--- src/rtl/core/kpi_ram.sv ---
// ----------------------------------------------------------------------------
// kpi_ram
// Generic single write port, single read port RAM with registered read data.
// ----------------------------------------------------------------------------
module kpi_ram #(
  parameter int WIDTH = 32,
  parameter int DEPTH = 16
) (
  input  logic                     clk,
  input  logic                     we,
  input  logic [$clog2(DEPTH)-1:0] waddr,
  input  logic [WIDTH-1:0]         wdata,
  input  logic [$clog2(DEPTH)-1:0] raddr,
  output logic [WIDTH-1:0]         rdata
);
  logic [WIDTH-1:0] mem [DEPTH];

  always_ff @(posedge clk) begin
    if (we) begin
      mem[waddr] <= wdata;
    end
    rdata <= mem[raddr];
  end
endmodule

--- config.mk ---
export PLATFORM = sky130hd
export DESIGN_NAME = kpi_ram
export DESIGN_NICKNAME = d
export VERILOG_FILES = /design/src/rtl/core/kpi_ram.sv
export SDC_FILE = /design/constraint.sdc
export NUM_CORES = 1
export LEC_CHECK = 0
export ABC_AREA = 0
export BUFFER_PORTS_ARGS = -buffer_cell sky130_fd_sc_hd__buf_4
export CORE_MARGIN = 2
export CORE_UTILIZATION = 60
export CTS_BUF_LIST = sky130_fd_sc_hd__clkbuf_4 sky130_fd_sc_hd__clkbuf_8
export CTS_CLUSTER_SIZE = 40
export DETAILED_ROUTE_END_ITERATION = 10
export GPL_ROUTABILITY_DRIVEN = 0
export GPL_TIMING_DRIVEN = 0
export PLACE_DENSITY = 0.78
export SETUP_SLACK_MARGIN = 0.4
export SYNTH_ARGS = -nofsm -noshare
export SYNTH_HDL_FRONTEND = slang
export SYNTH_SLANG_ARGS = --single-unit
export TNS_END_PERCENT = 10
--- constraint.sdc ---
create_clock -name clk -period 4.4 [get_ports clk]
set_input_delay 0.44 -clock clk [delete_from_list [all_inputs] [get_ports clk]]
set_output_delay 0.44 -clock clk [all_outputs]
set_load 0.02 [all_outputs]
Word-level counts from Yosys, hierarchy flattened
Memories as Yosys holds them, arrays and structs flattened. A register that Yosys moved wholly into a read port is not among the register bits.
Index checks and enable logic that the tools add are counted.
- flip-flop bits (word level): 0
- bits in latches: 0
- RAM bits: 512
- ROM bits: 0
- input bits: 42
- output and inout bits: 32
- word-level logic and storage cells: 3
- memories kept: 1
- memory list (memory ; words ; bits a word ; rd ports ; clocked after memory_dff ; wr ports ; line ; RTL):
    mem ; 16 ; 32 ; 1 ; 1 ; 1 ; 16 ; logic [WIDTH-1:0] mem [DEPTH];
- add/subtract/negate cells: 0
- multipliers: 0
- divide/modulo/power cells: 0
- magnitude comparators: 0
- eq/ne operators: 0
- shifts and indexed selects: 0
- mux-type cells: 2
- bitwise logic cells: 0
- reduce and logical (&&, ||, !) cells: 0
- operators by type and width (operator ; count):
    2-to-1 mux 1 bit ; 2

Longest topological paths before layout
- depth after elaboration: 2
- depth in mapped cells: 5
- gate-level depth less buffers: 3

Worst setup path before layout
No wires, ideal clock.
- path type: input-to-reg
- from: in waddr[2]
- to: mem mem[0][0], enable pin
- setup time: 461 ps
- data arrival time: 3158 ps
- required time: 3939 ps
- slack: 780 ps
- cell stages on the path: 2
- buffers on the path: 0
- path through: or3b_2 nor3_1
- RTL lines (element ; line ; RTL):
    start: declaration ; 11 ; input logic [$clog2(DEPTH)-1:0] waddr,
    end: declaration ; 16 ;
Straight into the memory's write port.

Final worst setup path
- from: in waddr[2]
- to: mem mem[1][8], enable pin
Straight into the memory's write port.

==> results.md <==
- Endpoint required time on the critical path: 4.70 ns
- Post-route clock period utilization: 0.4150
- Number of antenna violations at the first check in global routing: 0
- Maximum level of the CTS H-tree: 3
- Via/cell ratio: 6.228
- Hold/Removal Path Class: primary input to flip-flop
- CTS tree: done
- Top-area cell type share of the netlist area: 0.7744
- Pin count of the biggest net entering global routing: 25
- Crit path launch type: primary input
- Number of cells produced by synthesis: 838
- Synthesis-stage register bit count: 544
- Buffer cell driving the clock tree root: sky130_fd_sc_hd__clkbuf_8
- Post-CTS Hold Fix Bufs: 0
- Number of detailed-routing iterations run before antenna repair: 5
- Leading cell type in the layout, fill and taps excluded: sky130_fd_sc_hd__edfxtp_1
- # port buffers: 71
- Clock Path Buffers: 3
- All-layer global routing usage: 0.2549
- Total nets after synthesis: 880
- Number of ports placed on the die boundary: 74
- Total net switching power: 2.214 mW
- Number of violations reported at the end of detailed-routing iteration 0: 1157
- Worst flop-to-flop path startpoint: mem[11][20]
- Crit path time final: 1.826 ns
- Post-synthesis cell type with the largest combined area: sky130_fd_sc_hd__edfxtp_1
- Maximum fanout along the worst path: 19
- Area contributors post-synth: sky130_fd_sc_hd__edfxtp_1, sky130_fd_sc_hd__mux4_2, sky130_fd_sc_hd__dfxtp_1, sky130_fd_sc_hd__a22oi_1, sky130_fd_sc_hd__nand2_1
- DPL Wire Length: 25.32 mm
- Unrepaired setup endpoints after global routing: no
- Pwr/cell area: 455.7 nW/um^2
- Num CTS Buffers: 81
- Upper clock frequency limit: 547.6 MHz
- Detailed-route DRC error count: 0
- Worst hold slack after final layout: 0.1108 ns
- Post-CTS setup buffers: 0
- Transition at the pin with the smallest max-transition slack: 1.033 ns
- Final routed wirelength across all metal layers: 42.18 mm
- Total non-filler cell area in the finished layout: 23210 sq um
- Worst setup margin: 2.574 ns
- Diode insertion count for antenna repair: 0
- Area growth from synthesis to final layout: 16.88%
- Vias: 9523
- Clock power share: 0.393
- Arrival time of data at the critical path endpoint: 2.12 ns
- Clock edge transition at the registers on the reported setup and hold paths: 0.06 ns
- Commonest cells after routing, fill and taps aside: sky130_fd_sc_hd__edfxtp_1, sky130_fd_sc_hd__mux4_2, sky130_fd_sc_hd__clkbuf_8, sky130_fd_sc_hd__buf_4, sky130_fd_sc_hd__a22oi_1
- Proportion of total power due to net switching: 0.2094
- Relative contribution of sequential cells to total power: 0.551
- WL met1: 16.41 mm
- Leakage dissipation: 7.583 nW
- Average size of a mapped cell: 23.69 sq um
- Uppermost metal layer occupied by signal nets: met4
- Cell-internal power: 8.361 mW
- Total length of routed met3 wires: 3.945 mm
- Combinational fraction of design power: 0.057
- Slowest cell delay on critical path: 0.70 ns
- Starting utilization of the core area: 0.6102
- Number of gates resized after cts: 0
- Final Skew: 0.02996 ns
- Crit Path Class: primary input to flip-flop
- Distinct cell type count after synthesis: 18
- Total cell area at the placement stage: 21520 sq um
- Register-to-register setup slack: 2.97 ns
- Yosys warning count: 0
- Worst Setup End Kind: flip-flop
- Die span in x: 185.9 um
- Share of layout cells above drive strength 1: 0.3680
- Worst slack, placed: 1.951 ns
- Number of max-slew violations in the final report: 0
- Final antenna-violating net count: 0
- # rows: 66
- Status: completed
- Sequential cell area fraction in the yosys report: 0.8067
- Peak supply drop: 0.0002538 V
- Netlist Area Pre-Place: 19850 sq um
- Overflow after GRT: 0
- Wire length on met2: 21.16 mm
- Final Net Count: 1062
- Headroom to the max-slew limit: 0.3098
- Max-cap violations: 0
- Vias in the first global route: 9752
- Number of clock sinks seen by CTS: 544
- Origin of the worst min-delay path: wdata[15]
- Critical-path cell list: buf_4 -> or3b_2 -> nor2_4 -> buf_16
- Setup TNS: 0 ns
- Area of the die: 34560 sq um
- PnR Total Power: 10.57 mW
- Hold violation count in the final report: 0
- Wire per inst: 27.59 um
- Total of endpoints with negative setup slack in the final report: 0
- Critical path's slowest cell: sky130_fd_sc_hd__nor2_4
- Launching instance or port of the critical path: waddr[2]
- Placeable core region: 32540 sq um
- First-pass GRT wire length: 61.49 mm
- FILL cells: 1891
- Clock insertion delay at the later pin of the skew report: 0.62 ns
- Height of the chip: 185.9 um
[cell usage after synthesis]
cell type,instances
sky130_fd_sc_hd__nand2_1,33
sky130_fd_sc_hd__dfxtp_1,32
sky130_fd_sc_hd__buf_2,4
sky130_fd_sc_hd__buf_6,2
sky130_fd_sc_hd__nor3_1,4
sky130_fd_sc_hd__buf_1,9
sky130_fd_sc_hd__clkbuf_1,17
sky130_fd_sc_hd__and2_1,1
sky130_fd_sc_hd__nor2_1,13
sky130_fd_sc_hd__or3b_2,1
sky130_fd_sc_hd__mux4_2,128
sky130_fd_sc_hd__buf_4,11
sky130_fd_sc_hd__nand3_1,1
sky130_fd_sc_hd__a22oi_1,64
sky130_fd_sc_hd__edfxtp_1,512
sky130_fd_sc_hd__nand2b_1,2
sky130_fd_sc_hd__nand3b_1,2
sky130_fd_sc_hd__nor2b_1,2
[power groups by stage]
| stage | clock [mW] | combinational (mW) | sequential, mW |
|---|---|---|---|
| after global routing | 4.42 | 0.637 | 5.83 |
| after global placement | 0 | 0.559 | 5.93 |
| final | 4.15 | 0.598 | 5.82 |
| after CTS | 4.21 | 0.602 | 5.83 |
| after detailed placement | 0 | 0.599 | 5.93 |
| after floorplan | 0 | 0.278 | 5.97 |
[sequential cells by signal (all words and copies together) (netlist names)]
name and flops:
mem 512, rdata 32
[cell families after synthesis]
kind of cell,after synthesis,share of synthesized area
flops,544,0.8067
mux,128,0.1452
compound gates,64,0.02420
simple gates,59,0.01273
buf+inv,43,0.01122
[worst max-delay path: cells and delay by family]
family	cells	cell delay [ns]
buffers and inverters	2	0.37
AND/OR/NAND/NOR	2	1.29
[final timing paths]
| check | end | cells after the start |
|---|---|---|
| worst max register to register | rdata[20] | 3 |
| worst max-delay path | mem[1][8] | 4 |
| worst min-delay path | mem[1][15] | 1 |
| worst min register to register | rdata[8] | 3 |
[area by class of cell]
type,count,area (sq um),share of cell area
Tap cell,442,553.0,0.02383
Clock inverter,22,165.2,0.007117
Multi-Input combinational cell,251,3726,0.1606
Sequential cell,544,16020,0.6901
Buffer,43,222.7,0.009597
Clock buffer,128,1518,0.06540
Timing Repair Buffer,99,1006,0.04335
[stage by stage]
step | std cells | util
global placement | 1351 | 0.6436
CTS | 1529 | 0.7132
global route | 1529 | 0.7132
floorplan | 838 | -
finish | 1529 | 0.7132
detailed placement | 1379 | 0.6615
[per-layer routing]
metal / global-route usage / up-vias
met5: 0 / -
met2: 0.4135 / 516
li1: - / 3950
met4: 0.07181 / 0
met1: 0.3550 / 5002
met3: 0.05870 / 55
Note: power is estimated with default switching activity, not from simulation.
