<file path="src/rtl/core/kpi_pkg.sv">
// ----------------------------------------------------------------------------
// kpi_pkg
// Shared constants and types for the keyframe pose interpolator.
// ----------------------------------------------------------------------------
package kpi_pkg;
  localparam int MAX_KEYS  = 16;
  localparam int KEY_W     = $clog2(MAX_KEYS);
  localparam int CNT_W     = 5;
  localparam int FRAC_BITS = 16;
  localparam int VAL_W     = 32;
  localparam int NUM_COORD = 6;
  localparam int POSE_W    = VAL_W * NUM_COORD;
  localparam int DIV_W     = VAL_W + FRAC_BITS;
  localparam int T_W       = FRAC_BITS + 1;
  localparam int PROD_W    = (VAL_W + 1) + (T_W + 1);

  localparam logic REG_COUNT = 1'b0;
  localparam logic REG_LOOP  = 1'b1;

  localparam logic ACT_WRITE = 1'b0;
  localparam logic ACT_EVAL  = 1'b1;

  typedef logic [VAL_W-1:0] val_t;
  typedef logic [POSE_W-1:0] pose_t;
endpackage

</file>
<file path="src/rtl/core/kpi_div.sv">
// ----------------------------------------------------------------------------
// kpi_div
// Restoring serial divider, one quotient bit per cycle.
// ----------------------------------------------------------------------------
module kpi_div (
  input  logic                      clk,
  input  logic                      rst,
  input  logic                      start,
  input  logic [kpi_pkg::DIV_W-1:0] dividend,
  input  logic [kpi_pkg::VAL_W-1:0] divisor,
  output logic                      done,
  output logic [kpi_pkg::DIV_W-1:0] quot,
  output logic [kpi_pkg::VAL_W-1:0] rem
);
  import kpi_pkg::*;

  localparam int CNT_BITS = $clog2(DIV_W + 1);

  logic [CNT_BITS-1:0] cnt;
  logic                busy;
  logic [VAL_W-1:0]    dvs;
  logic [VAL_W:0]      rem_sh;
  logic                fits;

  assign rem_sh = {rem, quot[DIV_W-1]};
  assign fits   = rem_sh >= {1'b0, dvs};

  always_ff @(posedge clk) begin
    if (rst) begin
      busy <= 1'b0;
      done <= 1'b0;
      cnt  <= '0;
    end else begin
      done <= 1'b0;
      if (start) begin
        busy <= 1'b1;
        cnt  <= CNT_BITS'(DIV_W);
      end else if (busy) begin
        cnt <= cnt - 1'b1;
        if (cnt == CNT_BITS'(1)) begin
          busy <= 1'b0;
          done <= 1'b1;
        end
      end
    end
  end

  always_ff @(posedge clk) begin
    if (start) begin
      quot <= dividend;
      rem  <= '0;
      dvs  <= divisor;
    end else if (busy) begin
      if (fits) begin
        rem  <= VAL_W'(rem_sh - {1'b0, dvs});
        quot <= {quot[DIV_W-2:0], 1'b1};
      end else begin
        rem  <= rem_sh[VAL_W-1:0];
        quot <= {quot[DIV_W-2:0], 1'b0};
      end
    end
  end
endmodule

</file>
<file path="config.mk">
export PLATFORM = sky130hd
export DESIGN_NAME = kpi_div
export DESIGN_NICKNAME = d
export VERILOG_FILES = /design/src/rtl/core/kpi_pkg.sv /design/src/rtl/core/kpi_div.sv
export SDC_FILE = /design/constraint.sdc
export NUM_CORES = 1
export LEC_CHECK = 0
export CELL_PAD_IN_SITES_DETAIL_PLACEMENT = 0
export CELL_PAD_IN_SITES_GLOBAL_PLACEMENT = 1
export CORE_ASPECT_RATIO = 1.2
export CORE_MARGIN = 5
export CORE_UTILIZATION = 49
export CTS_BUF_LIST = sky130_fd_sc_hd__clkbuf_16
export DETAILED_ROUTE_END_ITERATION = 7
export DONT_BUFFER_PORTS = 1
export PLACE_DENSITY_LB_ADDON = 0.2
export SLEW_MARGIN = 5
export SYNTH_ARGS = -nofsm -noshare
export SYNTH_HDL_FRONTEND = slang
export SYNTH_SLANG_ARGS = --single-unit
</file>
<file path="constraint.sdc">
create_clock -name clk -period 3.53 [get_ports clk]
set_clock_uncertainty 0.05 [all_clocks]
set_input_delay 0.706 -clock clk [delete_from_list [all_inputs] [get_ports clk]]
set_output_delay 0.706 -clock clk [all_outputs]
set_load 0.01 [all_outputs]
</file>
* Word level (Yosys, flattened, before mapping) *
Cells that the tools add are included.
W data, S select, Z words.

storage, ports and cells
  logic and storage cells = 25
  latch bits = 0
  memory bits (read-only) = 0
  memories = 0
  bits of input ports = 83
  bits in writable memories = 0
  bits in registers = 120

operators by class
  divide/modulo/power cells = 0
  multiply operators = 0
  equal/unequal tests = 1
  $lt $le $gt $ge = 1
  reduce and logical (&&, ||, !) cells = 3
  shift operators = 0
  bitwise gates (word level) = 1
  mux-type cells = 10
  add/sub/neg operators = 2

operators with widths
  kind                   number
  $mux W48               2
  $ge A33 B32 Y1         1
  $mux W32               1
  $sub A32 B32 Y32       1
  $mux W6                2
  $eq A6 B1 Y1 const B   1
  $sub A6 B1 Y6 const B  1
  $mux W1                5
  $reduce_or A3 Y1       1
  $reduce_bool A2 Y1     1
  $reduce_or A2 Y1       1
  $not A1 Y1             1

* Logic depth before layout (Yosys ltp) *
  depth after elaboration = 4
  gate-level depth with buffers = 13
  depth with buffers taken out = 11

* Least setup slack after synthesis *
Ideal clock, no wire load.

  path type = register to register
  start = register rem[25] (netlist bit)
  end = register rem[31] (netlist bit)
  slack = 582 ps
  data arrival time = 2807 ps
  required time = 3389 ps
  clock period less this slack = 2948 ps
  cell stages (with the launch flop) = 11
  path through = dfxtp_1 > ha_1 > buf_2 > nand4_2 > or4_1 > or4_1 > o21ai_1 > a2111o_1 > a21oi_2 > a2111o_1 > a311oi_1

between the ends
  word-level cells in the longest chain between the ends = 2

RTL lines
  element                                             line                          RTL
  start: declaration                                  kpi_div.sv:13                 output logic [kpi_pkg::VAL_W-1:0] rem
  start signal: assignment                            kpi_div.sv:55                 rem <= VAL_W'(rem_sh - {1'b0, dvs});
  start signal: assignment                            kpi_div.sv:58                 rem <= rem_sh[VAL_W-1:0];
  $sub A32 B32 Y32 or $ge A33 B32 Y1 (tied branches)  kpi_div.sv:55, kpi_div.sv:26
  $mux W32 (*)                                        kpi_div.sv:54                 if (fits) begin

Every way passes the cells marked *; elsewhere a longest branch is shown, timed or not.
A chain may end at the register's enable or synchronous reset.

* Worst setup path after layout *
  start = register rem[26] (netlist bit)
  end = register rem[30] (netlist bit)

The elaborated chain is that of the path after synthesis.

==> metrics.md <==
| Metric | Value |
|---|---|
| Outcome | `finished, final reports clean` |
| PostCTS Resize Cnt | `0` |
| Num rows | `47` |
| Startpoint types | `flop` |
| Slew @ Worst Pin | `1.05 ns` |
| Commonest non-fill, non-tap cell in the layout | `edfxtp_1` |
| Fin. max-slew vios | `0` |
| Sequential area share after synthesis | `47.1%` |
| Async set-reset flop share out of synthesis | `0%` |
| GRT overflow | `0` |
| Crit end category | `flop` |
| CORE AREA | `13700 um2` |
| Largest net degree at the start of global routing | `126` |
| Worst slew margin | `30.2%` |
| Top FF cell, synth | `edfxtp_1` |
| Routed wire per std cell | `19.1 um` |
| Syn_area_per_cell | `10.5 um2` |
| Final Hold Viols | `0` |
| Multiplexer share of the synthesized area | `10.8%` |
| Final hold slack | `0.302 ns` |
| Finish-stage setup viols | `0` |
| Nets | `762` |
| Cts-stage hold buffer count | `0` |
| Unique masters post-synth | `60` |
| Post-route ant nets | `0` |
| Buffers on Ports | `0` |
| Final Cell Area | `7570 um2` |
| Largest family of logic cells by synthesized area | `compound AO/OA/AOI/OAI gates` |
| Share of cells above drive strength 1 | `14.9%` |
| Vias in the first global route | `5073` |
| Adder-Cell Fraction of Synth Area | `6.55%` |
| CTS Root Cell | `clkbuf_16` |
| Crit Path Category | `reg -> reg` |
| Worst EP arrival | `3.52 ns` |
| First-pass GRT wire length | `25.9 mm` |
| Hold WC Path Type | `in -> reg` |
| Detail Placement HPWL | `11.3 mm` |
| Pre-Repair DR Iteration Count | `4` |
| VDD IR-drop max | `0.317 mV` |
| Initial antenna violation count | `0` |
| Pleak | `3.01 nW` |
| Required @ worst endpoint | `3.81 ns` |
| Max clock buf depth | `2` |
| Maxcap violations | `0` |
| Fin util | `55.3%` |
| Syn. warnings | `0` |
| Period utilization | `91.8%` |
| Crit path max fanout | `18` |
| Synth Instances | `649` |
| DR iter-0 viols | `195` |
| Area post-placement | `6960 um2` |
| Worst-path clk slew | `0.06 ns` |
| Post-synthesis xor/xnor area fraction | `2.96%` |
| Post-synth EDFFs | `80` |
| Vias post-DR | `4837` |
| H-tree depth | `4` |
| Most frequent cells in the layout | `edfxtp_1, nor2_1, mux2_2` |
| CTS sink count | `120` |
| Initial Util | `49.7%` |
| Fillers | `1207` |
| Post-synthesis simple-gate area fraction | `12.7%` |
| Number of diodes | `0` |
| Drt drc | `0` |
| Synthesis-stage register bit count | `120` |
| Vias/cell | `5.84` |
| Ports | `164` |
| CTS tree | `built` |
| Total Routing Usage GR | `19.4%` |
| Post-CTS Setup Bufs | `0` |
| Die height | `139 um` |
| RSZ-0062 raised after global routing | `false` |
| Die ar. | `16400 um2` |
| Gpl congestion | `0.834` |
| Area grow syn2layout | `11.3%` |
| Die Wd | `118 um` |
| Clk Latency, worst-skew pair | `0.42 ns` |
| Post-synthesis compound-gate area fraction | `15.3%` |
| Pwr Density | `585 nW/um2` |
| Max Fclk | `0.309 GHz` |
| Post-synth net total | `767` |
| Fin Setup TNS | `0 ns` |
| DRT Wirelength | `15.8 mm` |
| Tmin final | `3.24 ns` |
| Mapped cell area | `6810 um2` |
| Num CTS Buffers | `17` |
## logic make-up (layout without fill, tap and decap cells)
group | after synthesis | in the layout
and+or+nand+nor | 177 | 177
xor gates and xnor gates | 23 | 23
muxes | 67 | 67
AOI/OAI and AO/OA | 151 | 151
adders and majority gates | 35 | 35
buffers and inverters | 76 | 84
DFF | 120 | 120
## state kept, by name, indices dropped and copies added, names as in the netlist
signal  flops
cnt         6
busy        1
done        1
quot       48
rem        32
dvs        32
## power by group
| group | internal (mW) | switching (mW) |
|---|---|---|
| Combinational | 0.366 | 0.441 |
| Clock | 1.13 | 0.687 |
| Sequential | 1.65 | 0.154 |
| Total | 3.15 | 1.28 |
## critical path, cell delays in order, from the launching register on
cell	delay, ns
dfxtp_1	0.36
ha_1	0.50
nand4_2	0.21
or4_1	0.55
or4_1	0.40
o21ai_1	0.15
a2111o_1	0.19
a21oi_2	0.05
buf_4	0.22
a31o_2	0.24
a311oi_1	0.23
## worst paths after layout
| check | start | end | slack [ns] | depth (start not counted) |
|---|---|---|---|---|
| max | rem[26] | rem[30] | 0.29 | 10 |
| min | rst | busy | 0.30 | 1 |
| max reg2reg | rem[26] | rem[30] | 0.29 | 10 |
| min reg2reg | cnt[1] | cnt[1] | 0.45 | 2 |
## through the flow
| step | cells | power, mW | setup WS, ns |
|---|---|---|---|
| after floorplan | 649 | 2.47 | 0.582 |
| after global placement | 796 | 2.64 | 0.391 |
| after detailed placement | 796 | 2.65 | 0.304 |
| after CTS | 828 | 4.48 | 0.293 |
| after global routing | 828 | 4.66 | 0.111 |
| final | 828 | 4.43 | 0.289 |
## synthesized netlist by cell type, types with 3 or more instances
cell type / instances / share of area [%]
edfxtp_1: 80 / 35
a2111o_1: 4 / 0.66
a21boi_0: 3 / 0.33
dfxtp_1: 40 / 12
nand2b_1: 8 / 0.74
o21a_1: 7 / 0.77
and3_1: 4 / 0.37
a311oi_1: 10 / 1.3
nand2_1: 44 / 2.4
or4_1: 3 / 0.33
or3_1: 6 / 0.55
o21bai_1: 4 / 0.44
o21ai_0: 21 / 1.5
clkbuf_1: 26 / 1.4
a21o_1: 16 / 1.8
xnor2_1: 13 / 1.7
mux2_2: 50 / 8.3
buf_1: 3 / 0.17
o211ai_1: 5 / 0.55
nand4_1: 6 / 0.55
nor3_1: 8 / 0.59
nor2b_1: 11 / 1.0
a31oi_1: 7 / 0.64
a21oi_1: 32 / 2.4
nor2_1: 57 / 3.1
mux2i_1: 17 / 2.5
a211oi_1: 19 / 2.1
nand4b_1: 5 / 0.64
nor4b_1: 4 / 0.51
nor4_1: 3 / 0.28
xor2_1: 10 / 1.3
nand3_1: 13 / 0.96
ha_1: 34 / 6.3
inv_1: 42 / 2.3
## metal layers
layer | vias up | wire [um] | track usage [%] | share of wire, %
li1 | 2400 | - | - | -
met1 | 2263 | 6570 | 22.6 | 41
met2 | 162 | 7600 | 31.3 | 48
met3 | 12 | 1490 | 9.14 | 9.4
met4 | 0 | 179 | 6.76 | 1.1
met5 | - | 0 | 0 | 0
## cell type report
cell class	count	area [um2]	area share, %
well taps	171	214	2.83
flip-flops and latches	120	3200	42.3
repair buffers	10	100	1.32
clock inverters	15	189	2.49
multi-input cells	453	3280	43.4
inverters	42	158	2.08
clock buffers	17	425	5.62
No activity file was read; power rests on OpenSTA's default activity.
